--- src/rtl/base62_integer_encoder_defines.svh ---
// Assertion macros shared by the base-62 encoder RTL.
`ifndef BASE62_INTEGER_ENCODER_DEFINES_SVH
`define BASE62_INTEGER_ENCODER_DEFINES_SVH

`ifndef SYNTHESIS
`define B62_ASSERT_IMP(lbl, clk, rst, ante, cons) \
   lbl: assert property (@(posedge clk) disable iff (rst) (ante) |-> (cons)) \
      else $error("base62 encoder check failed");
`define B62_ASSERT_NXT(lbl, clk, rst, ante, cons) \
   lbl: assert property (@(posedge clk) disable iff (rst) (ante) |=> (cons)) \
      else $error("base62 encoder check failed");
`else
`define B62_ASSERT_IMP(lbl, clk, rst, ante, cons)
`define B62_ASSERT_NXT(lbl, clk, rst, ante, cons)
`endif

`endif

--- src/rtl/b62_pkg.sv ---
// Types, constants and the digit alphabet for the base-62 encoder.
`default_nettype none

package b62_pkg;

   localparam int VALUE_W = 64;
   localparam int CAP_W   = 5;
   localparam int DIGIT_W = 6;
   localparam int CHAR_W  = 7;

   localparam logic [CAP_W-1:0] CAP_RESET = 5'd12;

   // Division by 62 walks the dividend 16 bits at a time.
   localparam int CHUNK_W     = 16;
   localparam int N_W         = DIGIT_W + CHUNK_W;
   localparam int RECIP_SHIFT = 27;
   localparam int RECIP_W     = 22;
   localparam int PROD_W      = N_W + RECIP_W;
   localparam logic [RECIP_W-1:0] RECIP = 22'd2164802;   // floor(2^27 / 62)
   localparam logic [N_W-1:0]     RADIX = 22'd62;

   localparam int STEP_W = 3;

   // Datapath operations.
   localparam logic [2:0] OP_LOAD  = 3'd0;
   localparam logic [2:0] OP_DIV   = 3'd1;
   localparam logic [2:0] OP_STORE = 3'd2;
   localparam logic [2:0] OP_CHECK = 3'd3;
   localparam logic [2:0] OP_EMIT  = 3'd4;

   // Branch conditions.
   localparam logic [2:0] COND_NEVER   = 3'd0;
   localparam logic [2:0] COND_NOSTART = 3'd1;
   localparam logic [2:0] COND_MORE    = 3'd2;
   localparam logic [2:0] COND_FAIL    = 3'd3;
   localparam logic [2:0] COND_EMIT    = 3'd4;

   // Program steps.
   localparam logic [STEP_W-1:0] STEP_IDLE  = 3'd0;
   localparam logic [STEP_W-1:0] STEP_DIV0  = 3'd1;
   localparam logic [STEP_W-1:0] STEP_DIV1  = 3'd2;
   localparam logic [STEP_W-1:0] STEP_DIV2  = 3'd3;
   localparam logic [STEP_W-1:0] STEP_DIV3  = 3'd4;
   localparam logic [STEP_W-1:0] STEP_STORE = 3'd5;
   localparam logic [STEP_W-1:0] STEP_CHECK = 3'd6;
   localparam logic [STEP_W-1:0] STEP_EMIT  = 3'd7;

   typedef struct packed {
      logic [2:0]        op;
      logic [2:0]        cond;
      logic [STEP_W-1:0] jump_to;
      logic [STEP_W-1:0] next_step;
   } ucode_type;

   typedef struct packed {
      logic more;
      logic fail;
      logic emit_more;
   } status_type;

   function automatic logic [CHAR_W-1:0] digit_to_char(input logic [DIGIT_W-1:0] d);
      logic [CHAR_W-1:0] c;
      c = 7'd48;
      if (d < 6'd10) begin
         c = 7'd48 + CHAR_W'(d);
      end else if (d < 6'd36) begin
         c = 7'd97 + CHAR_W'(d - 6'd10);
      end else if (d < 6'd62) begin
         c = 7'd65 + CHAR_W'(d - 6'd36);
      end
      return c;
   endfunction

endpackage

`default_nettype wire

--- src/rtl/base62_integer_encoder.sv ---
// Top level of the base-62 encoder: step counter, capacity register, datapath.
//
// A word is taken when start is high while busy is low; busy then stays high
// until the last character of that word has been issued. For a value of N
// base-62 digits (1 to 11 for a 64-bit value), each digit runs the division
// steps DIV0 to DIV3, since the single reciprocal multiplier retires 16
// dividend bits per cycle, and then the STORE step stores the digit; a fit
// check follows, then one character per cycle, most significant first. Each
// result word sits on the rsp_ ports for exactly one cycle with rsp_valid
// high and cannot be stalled; a misfit gives one word with rsp_ok low,
// rsp_digit_char zero and rsp_last high. The capacity register may be
// written only while busy is low and no result is pending.
`default_nettype none

`include "base62_integer_encoder_defines.svh"

module base62_integer_encoder #(
   parameter int MAX_DIGITS = 11
) (
   input  wire logic                          clock,
   input  wire logic                          reset,
   input  wire logic                          start,
   output logic                               busy,
   input  wire logic [b62_pkg::VALUE_W-1:0]   req_value,
   output logic                               rsp_valid,
   output logic [b62_pkg::CHAR_W-1:0]         rsp_digit_char,
   output logic                               rsp_last,
   output logic                               rsp_ok,
   input  wire logic                          csr_wr_en,
   input  wire logic [b62_pkg::CAP_W-1:0]     csr_wr_data
);

   logic [b62_pkg::STEP_W-1:0] step_ff, step_in;
   logic [b62_pkg::CAP_W-1:0]  cap_ff, cap_in;
   b62_pkg::ucode_type         ctrl;
   b62_pkg::status_type        status;
   logic                       take_jump;

   b62_ucode_rom u_rom (
      .step (step_ff),
      .ctrl (ctrl)
   );

   b62_datapath #(
      .MAX_DIGITS (MAX_DIGITS)
   ) u_datapath (
      .clock     (clock),
      .reset     (reset),
      .ctrl      (ctrl),
      .value     (req_value),
      .capacity  (cap_ff),
      .status    (status),
      .out_valid (rsp_valid),
      .out_char  (rsp_digit_char),
      .out_last  (rsp_last),
      .out_ok    (rsp_ok)
   );

   always_comb begin
      case (ctrl.cond)
         b62_pkg::COND_NEVER:   take_jump = 1'b0;
         b62_pkg::COND_NOSTART: take_jump = !start;
         b62_pkg::COND_MORE:    take_jump = status.more;
         b62_pkg::COND_FAIL:    take_jump = status.fail;
         b62_pkg::COND_EMIT:    take_jump = status.emit_more;
         default:               take_jump = 1'b0;
      endcase
      step_in = take_jump ? ctrl.jump_to : ctrl.next_step;
      cap_in  = csr_wr_en ? csr_wr_data : cap_ff;
   end

   always_ff @(posedge clock) begin
      if (reset) begin
         step_ff <= b62_pkg::STEP_IDLE;
         cap_ff  <= b62_pkg::CAP_RESET;
      end else begin
         step_ff <= step_in;
         cap_ff  <= cap_in;
      end
   end

   assign busy = (step_ff != b62_pkg::STEP_IDLE);

   `B62_ASSERT_NXT(a_start_busy, clock, reset, start && !busy, busy)
   `B62_ASSERT_IMP(a_rsp_in_run, clock, reset, rsp_valid, $past(busy))
   `B62_ASSERT_IMP(a_err_last, clock, reset, rsp_valid && !rsp_ok,
                   rsp_last && (rsp_digit_char == '0))
   `B62_ASSERT_NXT(a_last_ends, clock, reset, rsp_valid && rsp_last, !rsp_valid)

endmodule

`default_nettype wire

--- src/rtl/b62_ucode_rom.sv ---
// Microprogram store: one control word per sequencer step.
`default_nettype none

module b62_ucode_rom (
   input  wire logic [b62_pkg::STEP_W-1:0] step,
   output b62_pkg::ucode_type              ctrl
);

   always_comb begin
      case (step)
         b62_pkg::STEP_IDLE: begin
            ctrl = '{b62_pkg::OP_LOAD, b62_pkg::COND_NOSTART,
                     b62_pkg::STEP_IDLE, b62_pkg::STEP_DIV0};
         end
         b62_pkg::STEP_DIV0: begin
            ctrl = '{b62_pkg::OP_DIV, b62_pkg::COND_NEVER,
                     b62_pkg::STEP_IDLE, b62_pkg::STEP_DIV1};
         end
         b62_pkg::STEP_DIV1: begin
            ctrl = '{b62_pkg::OP_DIV, b62_pkg::COND_NEVER,
                     b62_pkg::STEP_IDLE, b62_pkg::STEP_DIV2};
         end
         b62_pkg::STEP_DIV2: begin
            ctrl = '{b62_pkg::OP_DIV, b62_pkg::COND_NEVER,
                     b62_pkg::STEP_IDLE, b62_pkg::STEP_DIV3};
         end
         b62_pkg::STEP_DIV3: begin
            ctrl = '{b62_pkg::OP_DIV, b62_pkg::COND_NEVER,
                     b62_pkg::STEP_IDLE, b62_pkg::STEP_STORE};
         end
         b62_pkg::STEP_STORE: begin
            ctrl = '{b62_pkg::OP_STORE, b62_pkg::COND_MORE,
                     b62_pkg::STEP_DIV0, b62_pkg::STEP_CHECK};
         end
         b62_pkg::STEP_CHECK: begin
            ctrl = '{b62_pkg::OP_CHECK, b62_pkg::COND_FAIL,
                     b62_pkg::STEP_IDLE, b62_pkg::STEP_EMIT};
         end
         b62_pkg::STEP_EMIT: begin
            ctrl = '{b62_pkg::OP_EMIT, b62_pkg::COND_EMIT,
                     b62_pkg::STEP_EMIT, b62_pkg::STEP_IDLE};
         end
         default: begin
            ctrl = '{b62_pkg::OP_LOAD, b62_pkg::COND_NEVER,
                     b62_pkg::STEP_IDLE, b62_pkg::STEP_IDLE};
         end
      endcase
   end

endmodule

`default_nettype wire

--- src/rtl/b62_datapath.sv ---
// Datapath: chunked division by 62, digit store and output word registers.
`default_nettype none

module b62_datapath #(
   parameter int MAX_DIGITS = 11
) (
   input  wire logic                          clock,
   input  wire logic                          reset,
   input  wire b62_pkg::ucode_type            ctrl,
   input  wire logic [b62_pkg::VALUE_W-1:0]   value,
   input  wire logic [b62_pkg::CAP_W-1:0]     capacity,
   output b62_pkg::status_type                status,
   output logic                               out_valid,
   output logic [b62_pkg::CHAR_W-1:0]         out_char,
   output logic                               out_last,
   output logic                               out_ok
);

   localparam int CNT_W = $clog2(MAX_DIGITS + 1);
   localparam int IDX_W = $clog2(MAX_DIGITS);
   localparam int CMP_W = ((CNT_W > b62_pkg::CAP_W) ? CNT_W : b62_pkg::CAP_W) + 1;

   logic [b62_pkg::VALUE_W-1:0] quo_ff, quo_in;
   logic [b62_pkg::DIGIT_W-1:0] rem_ff, rem_in;
   logic [CNT_W-1:0]            cnt_ff, cnt_in;
   logic [IDX_W-1:0]            idx_ff, idx_in;
   logic [b62_pkg::DIGIT_W-1:0] store_ff [MAX_DIGITS];

   logic                        valid_ff, valid_in;
   logic [b62_pkg::CHAR_W-1:0]  char_ff, char_in;
   logic                        last_ff, last_in;
   logic                        ok_ff, ok_in;

   logic [b62_pkg::N_W-1:0]     div_n;
   logic [b62_pkg::PROD_W-1:0]  div_prod;
   logic [b62_pkg::CHUNK_W-1:0] div_q_est, div_q;
   logic [b62_pkg::N_W-1:0]     div_r_est;
   logic [b62_pkg::DIGIT_W-1:0] div_r;
   logic                        store_wr;

   // Top chunk of the running quotient under the previous remainder. The
   // reciprocal estimate is at most one low, so one correction finishes it.
   always_comb begin
      div_n     = {rem_ff, quo_ff[b62_pkg::VALUE_W-1 -: b62_pkg::CHUNK_W]};
      div_prod  = b62_pkg::PROD_W'(div_n) * b62_pkg::PROD_W'(b62_pkg::RECIP);
      div_q_est = div_prod[b62_pkg::RECIP_SHIFT +: b62_pkg::CHUNK_W];
      div_r_est = div_n - (b62_pkg::N_W'({div_q_est, 6'b0})
                           - b62_pkg::N_W'({div_q_est, 1'b0}));
      if (div_r_est >= b62_pkg::RADIX) begin
         div_q = div_q_est + 1'b1;
         div_r = b62_pkg::DIGIT_W'(div_r_est - b62_pkg::RADIX);
      end else begin
         div_q = div_q_est;
         div_r = b62_pkg::DIGIT_W'(div_r_est);
      end
   end

   always_comb begin
      status.more      = (quo_ff != '0) &&
                         (({1'b0, cnt_ff} + 1'b1) < (CNT_W + 1)'(MAX_DIGITS));
      status.fail      = ((CMP_W'(cnt_ff) + 1'b1) > CMP_W'(capacity));
      status.emit_more = (idx_ff != '0);
   end

   always_comb begin
      quo_in   = quo_ff;
      rem_in   = rem_ff;
      cnt_in   = cnt_ff;
      idx_in   = idx_ff;
      store_wr = 1'b0;
      valid_in = 1'b0;
      char_in  = char_ff;
      last_in  = last_ff;
      ok_in    = ok_ff;
      case (ctrl.op)
         b62_pkg::OP_LOAD: begin
            quo_in = value;
            rem_in = '0;
            cnt_in = '0;
         end
         b62_pkg::OP_DIV: begin
            quo_in = {quo_ff[b62_pkg::VALUE_W-b62_pkg::CHUNK_W-1:0], div_q};
            rem_in = div_r;
         end
         b62_pkg::OP_STORE: begin
            store_wr = 1'b1;
            cnt_in   = cnt_ff + 1'b1;
            rem_in   = '0;
         end
         b62_pkg::OP_CHECK: begin
            idx_in = IDX_W'(cnt_ff - 1'b1);
            if (status.fail) begin
               valid_in = 1'b1;
               char_in  = '0;
               last_in  = 1'b1;
               ok_in    = 1'b0;
            end
         end
         b62_pkg::OP_EMIT: begin
            valid_in = 1'b1;
            char_in  = b62_pkg::digit_to_char(store_ff[idx_ff]);
            last_in  = (idx_ff == '0);
            ok_in    = 1'b1;
            idx_in   = idx_ff - 1'b1;
         end
         default: begin
         end
      endcase
   end

   always_ff @(posedge clock) begin
      if (reset) begin
         quo_ff   <= '0;
         cnt_ff   <= '0;
         valid_ff <= 1'b0;
      end else begin
         quo_ff   <= quo_in;
         cnt_ff   <= cnt_in;
         valid_ff <= valid_in;
      end
   end

   always_ff @(posedge clock) begin
      rem_ff  <= rem_in;
      idx_ff  <= idx_in;
      char_ff <= char_in;
      last_ff <= last_in;
      ok_ff   <= ok_in;
      if (store_wr) begin
         store_ff[cnt_ff[IDX_W-1:0]] <= rem_ff;
      end
   end

   assign out_valid = valid_ff;
   assign out_char  = char_ff;
   assign out_last  = last_ff;
   assign out_ok    = ok_ff;

endmodule

`default_nettype wire

--- config.mk ---
export PLATFORM = sky130hd
export DESIGN_NAME = base62_integer_encoder
export DESIGN_NICKNAME = d
export VERILOG_FILES = /design/src/rtl/b62_pkg.sv /design/src/rtl/base62_integer_encoder.sv /design/src/rtl/b62_ucode_rom.sv /design/src/rtl/b62_datapath.sv
export VERILOG_INCLUDE_DIRS = /design/src /design/src/rtl
export SDC_FILE = /design/constraint.sdc
export NUM_CORES = 1
export LEC_CHECK = 0
export ABC_AREA = 0
export BUFFER_PORTS_ARGS = -buffer_cell sky130_fd_sc_hd__buf_4
export CORE_MARGIN = 1.5
export CORE_UTILIZATION = 41
export DETAILED_ROUTE_END_ITERATION = 16
export HOLD_SLACK_MARGIN = 0.02
export PLACE_DENSITY = 0.71
export SLEW_MARGIN = 15
export SYNTH_ARGS = -nofsm -noshare
export SYNTH_HDL_FRONTEND = slang
export SYNTH_HIERARCHICAL = 1
export SYNTH_SLANG_ARGS = --single-unit
--- constraint.sdc ---
create_clock -name clock -period 8.5 [get_ports clock]
set_input_delay 1.275 -clock clock [delete_from_list [all_inputs] [get_ports clock]]
set_output_delay 1.275 -clock clock [all_outputs]
set_load 0.1 [all_outputs]
==> impl_metrics.env <==
export IMPL_syn_to_final_growth_pct=17.9
export IMPL_synthFlopType="edfxtp_1"
export IMPL_clkLatencyLatePin_ns=0.44
export IMPL_grt_usage_pct=21.8
export IMPL_min_path_cells=2
export IMPL_synth_area_mm2=0.0136
export IMPL_reg2regPathDepth=30
export IMPL_grt_first_pass_wirelength_um=57700
export IMPL_drc=0
export IMPL_drtAntennaViolNets=0
export IMPL_core_area_mm2=0.0326
export IMPL_yosysSeqAreaShare_pct=30.6
export IMPL_period_share_pct=95.9
export IMPL_final_setup_worst_slack_ns=0.344
export IMPL_pin_count=84
export IMPL_cts_buffers_inserted=17
export IMPL_insertedDiodeCount=0
export IMPL_synthArstFlopShare_pct=0
export IMPL_crit_type="reg2reg"
export IMPL_hold_buffers=0
export IMPL_dp_hpwl_um=29300
export IMPL_grt_ovfl_total=0
export IMPL_finalSetupViolations=0
export IMPL_drt_wl_total_um=37600
export IMPL_via_count=11200
export IMPL_crit_fanout=7
export IMPL_drt_iter0_drc=831
export IMPL_cp_slowest_stage_delay_ns=0.49
export IMPL_fin_nets=1832
export IMPL_min_period_ns=8.16
export IMPL_p_per_area_mw_per_mm2=396
export IMPL_outcome="finished, final reports clean"
export IMPL_crit_slowest_cell="fa_1"
export IMPL_synth_area_per_cell_um2=9.75
export IMPL_tritoncts="done"
export IMPL_antenna_found_initial=0
export IMPL_maxSlewHeadroom_pct=39.2
export IMPL_design_area_mm2=0.0161
export IMPL_dpl_cell_area_mm2=0.0151
export IMPL_clock_skew_ns=0.0191
export IMPL_slew_violations=0
export IMPL_start_kind="register"
export IMPL_yosysWarnings=6
export IMPL_avgViaCountPerCell=5.68
export IMPL_worstPathRequired_ns=8.78
export IMPL_htreeDepth=4
export IMPL_hold_viol=0
export IMPL_syn_nets=1712
export IMPL_grt_max_degree=83
export IMPL_p_total_mw=6.36
export IMPL_critPathArrivalTime_ns=8.44
export IMPL_pre_cts_ws_ns=-0.0812
export IMPL_die_area_mm2=0.0343
export IMPL_syn_inst=1398
export IMPL_synth_edf_count=85
export IMPL_fin_util_pct=49.2
export IMPL_cts_root_buf="clkbuf_16"
export IMPL_crit_path_end_kind="register"
export IMPL_vdd_drop_max_mv=0.616
export IMPL_die_h_um=185
export IMPL_initial_core_util_pct=41.8
export IMPL_fp_dieW_um=185
export IMPL_wl_per_cell_um=19.1
export IMPL_whs_ns=0.511
export IMPL_maxCapViolCount=0
export IMPL_clockBufferDepth=2
export IMPL_p_leak_nw=7.24
export IMPL_drive_gt1_share_pct=18.8
export IMPL_clk_pin_slew_ns=0.06
export IMPL_max_freq_mhz=123
export IMPL_portBuffers=83
export IMPL_finalWeightedCongestion=0.954
export IMPL_crit_top_cell="ha_1"
export IMPL_ys_ff_latch=166
export IMPL_clock_sink_count=166
export IMPL_tightest_slew_ns=0.912
export IMPL_first_pass_iters=5
export IMPL_grt_pass1_vias=10900
export IMPL_min_path_type="reg2reg"
export IMPL_ys_types=78
export IMPL_core_rowCount=66
[cell type report]
class / count / area (um^2)
Clock buffer: 19 / 443
Clock inverter: 13 / 145
Fill cell: 3000 / 16600
Inverter: 125 / 469
Multi-Input combinational cell: 1048 / 9070
Sequential cell: 166 / 4180
Tap cell: 442 / 553
Timing Repair Buffer: 160 / 1200
[cell families after synthesis]
kind of cell             synth area share (%)
buffers and inverters                    5.33
multiplexers                             8.21
flip-flops                               30.6
XOR/XNOR                                 3.38
AND/OR/NAND/NOR                          13.1
AO/OA/AOI/OAI                            15.0
adder cells (fa/ha/maj)                  24.3
[critical path, delay by kind of cell, from the launching register on]
| family | cells | cell delay (ns) |
|---|---|---|
| AO/OA/AOI/OAI | 10 | 2.18 |
| XOR/XNOR | 2 | 0.48 |
| adder cells (fa/ha/maj) | 8 | 3.09 |
| buffers and inverters | 5 | 0.65 |
| flip-flops | 1 | 0.46 |
| AND/OR/NAND/NOR | 5 | 1.13 |
[cells in the mapped netlist, drive strengths merged, types with 19 or more instances]
library cell | n | area share (%)
and3 | 24 | 1.1
nor4 | 21 | 0.96
xnor2 | 34 | 2.2
ha | 201 | 18
edfxtp | 85 | 19
o21ai | 49 | 1.8
a21oi | 83 | 3.1
nand2 | 66 | 1.8
a211oi | 65 | 3.6
inv | 125 | 3.4
a21o | 19 | 1.0
dfxtp | 81 | 12
nor2 | 122 | 3.4
mux2i | 63 | 4.6
fa | 40 | 5.9
clkbuf | 41 | 1.1
[routing by layer]
metal,vias up,track usage (%),share of wire [%]
met5,-,0,0
met1,5466,28.1,43
li1,5340,-,-
met2,340,37.9,50
met4,0,6.02,2.2
met3,64,3.15,4.7
[report_power, final]
group          internal, mW  total, mW  switching, mW
clock                 0.444      0.768          0.324
combinational          2.02       4.60           2.58
sequential            0.933      0.992         0.0588
total                  3.40       6.36           2.97
[what timing repair did]
action                                  in CTS  in global routing
gates resized for setup                      7                 64
buffers inserted                             0                  9
pin swaps                                    2                 25
endpoints found under the setup margin      20                 21
[stage by stage]
step	cells	setup TNS, ns
CTS	1964	0
global placement	1932	-0.0706
global route	1973	-0.264
finish	1973	0
floorplan	1398	0
detailed placement	1932	-0.509
[sequential cells by signal, summed over array words and instances (netlist names), named ones only]
signal / cells
step_ff: 3
u_datapath/out_valid: 1
u_datapath/store_ff: 66
u_datapath/rem_ff: 6
u_datapath/cnt_ff: 4
u_datapath/quo_ff: 64
u_datapath/idx_ff: 4
u_datapath/out_char: 7
u_datapath/out_last: 1
cap_ff: 5
u_datapath/out_ok: 1
[cell usage in the layout (no fill, tap or decap), drive strengths merged, types with 13 or more instances in the layout]
| cell | netlist | layout |
|---|---|---|
| nor3 | 18 | 18 |
| and2 | 14 | 14 |
| nand3 | 17 | 17 |
| nand2 | 66 | 66 |
| buf | 18 | 160 |
| and3 | 24 | 24 |
| edfxtp | 85 | 85 |
| a211oi | 65 | 65 |
| o21a | 16 | 16 |
| clkbuf | 41 | 19 |
| ha | 201 | 201 |
| mux4 | 16 | 16 |
| o21ai | 49 | 49 |
| fa | 40 | 40 |
| nand4 | 17 | 17 |
| nand2b | 13 | 13 |
| nor2b | 14 | 14 |
| nor2 | 122 | 122 |
| a21o | 19 | 19 |
| a21oi | 83 | 83 |
| mux2i | 63 | 63 |
| xor2 | 16 | 16 |
| nor4 | 21 | 21 |
| dfxtp | 81 | 81 |
| xnor2 | 34 | 34 |
| inv | 125 | 129 |
[final timing paths]
path                              from              endpoint  slack [ns]
setup / recovery  u_datapath/rem_ff[0]  u_datapath/quo_ff[7]        0.34
hold / removal    u_datapath/quo_ff[1]  u_datapath/quo_ff[1]        0.51
hold reg to reg   u_datapath/quo_ff[1]  u_datapath/quo_ff[1]        0.51
setup reg to reg  u_datapath/rem_ff[0]  u_datapath/quo_ff[7]        0.34
(Power assumes the default switching activity.)
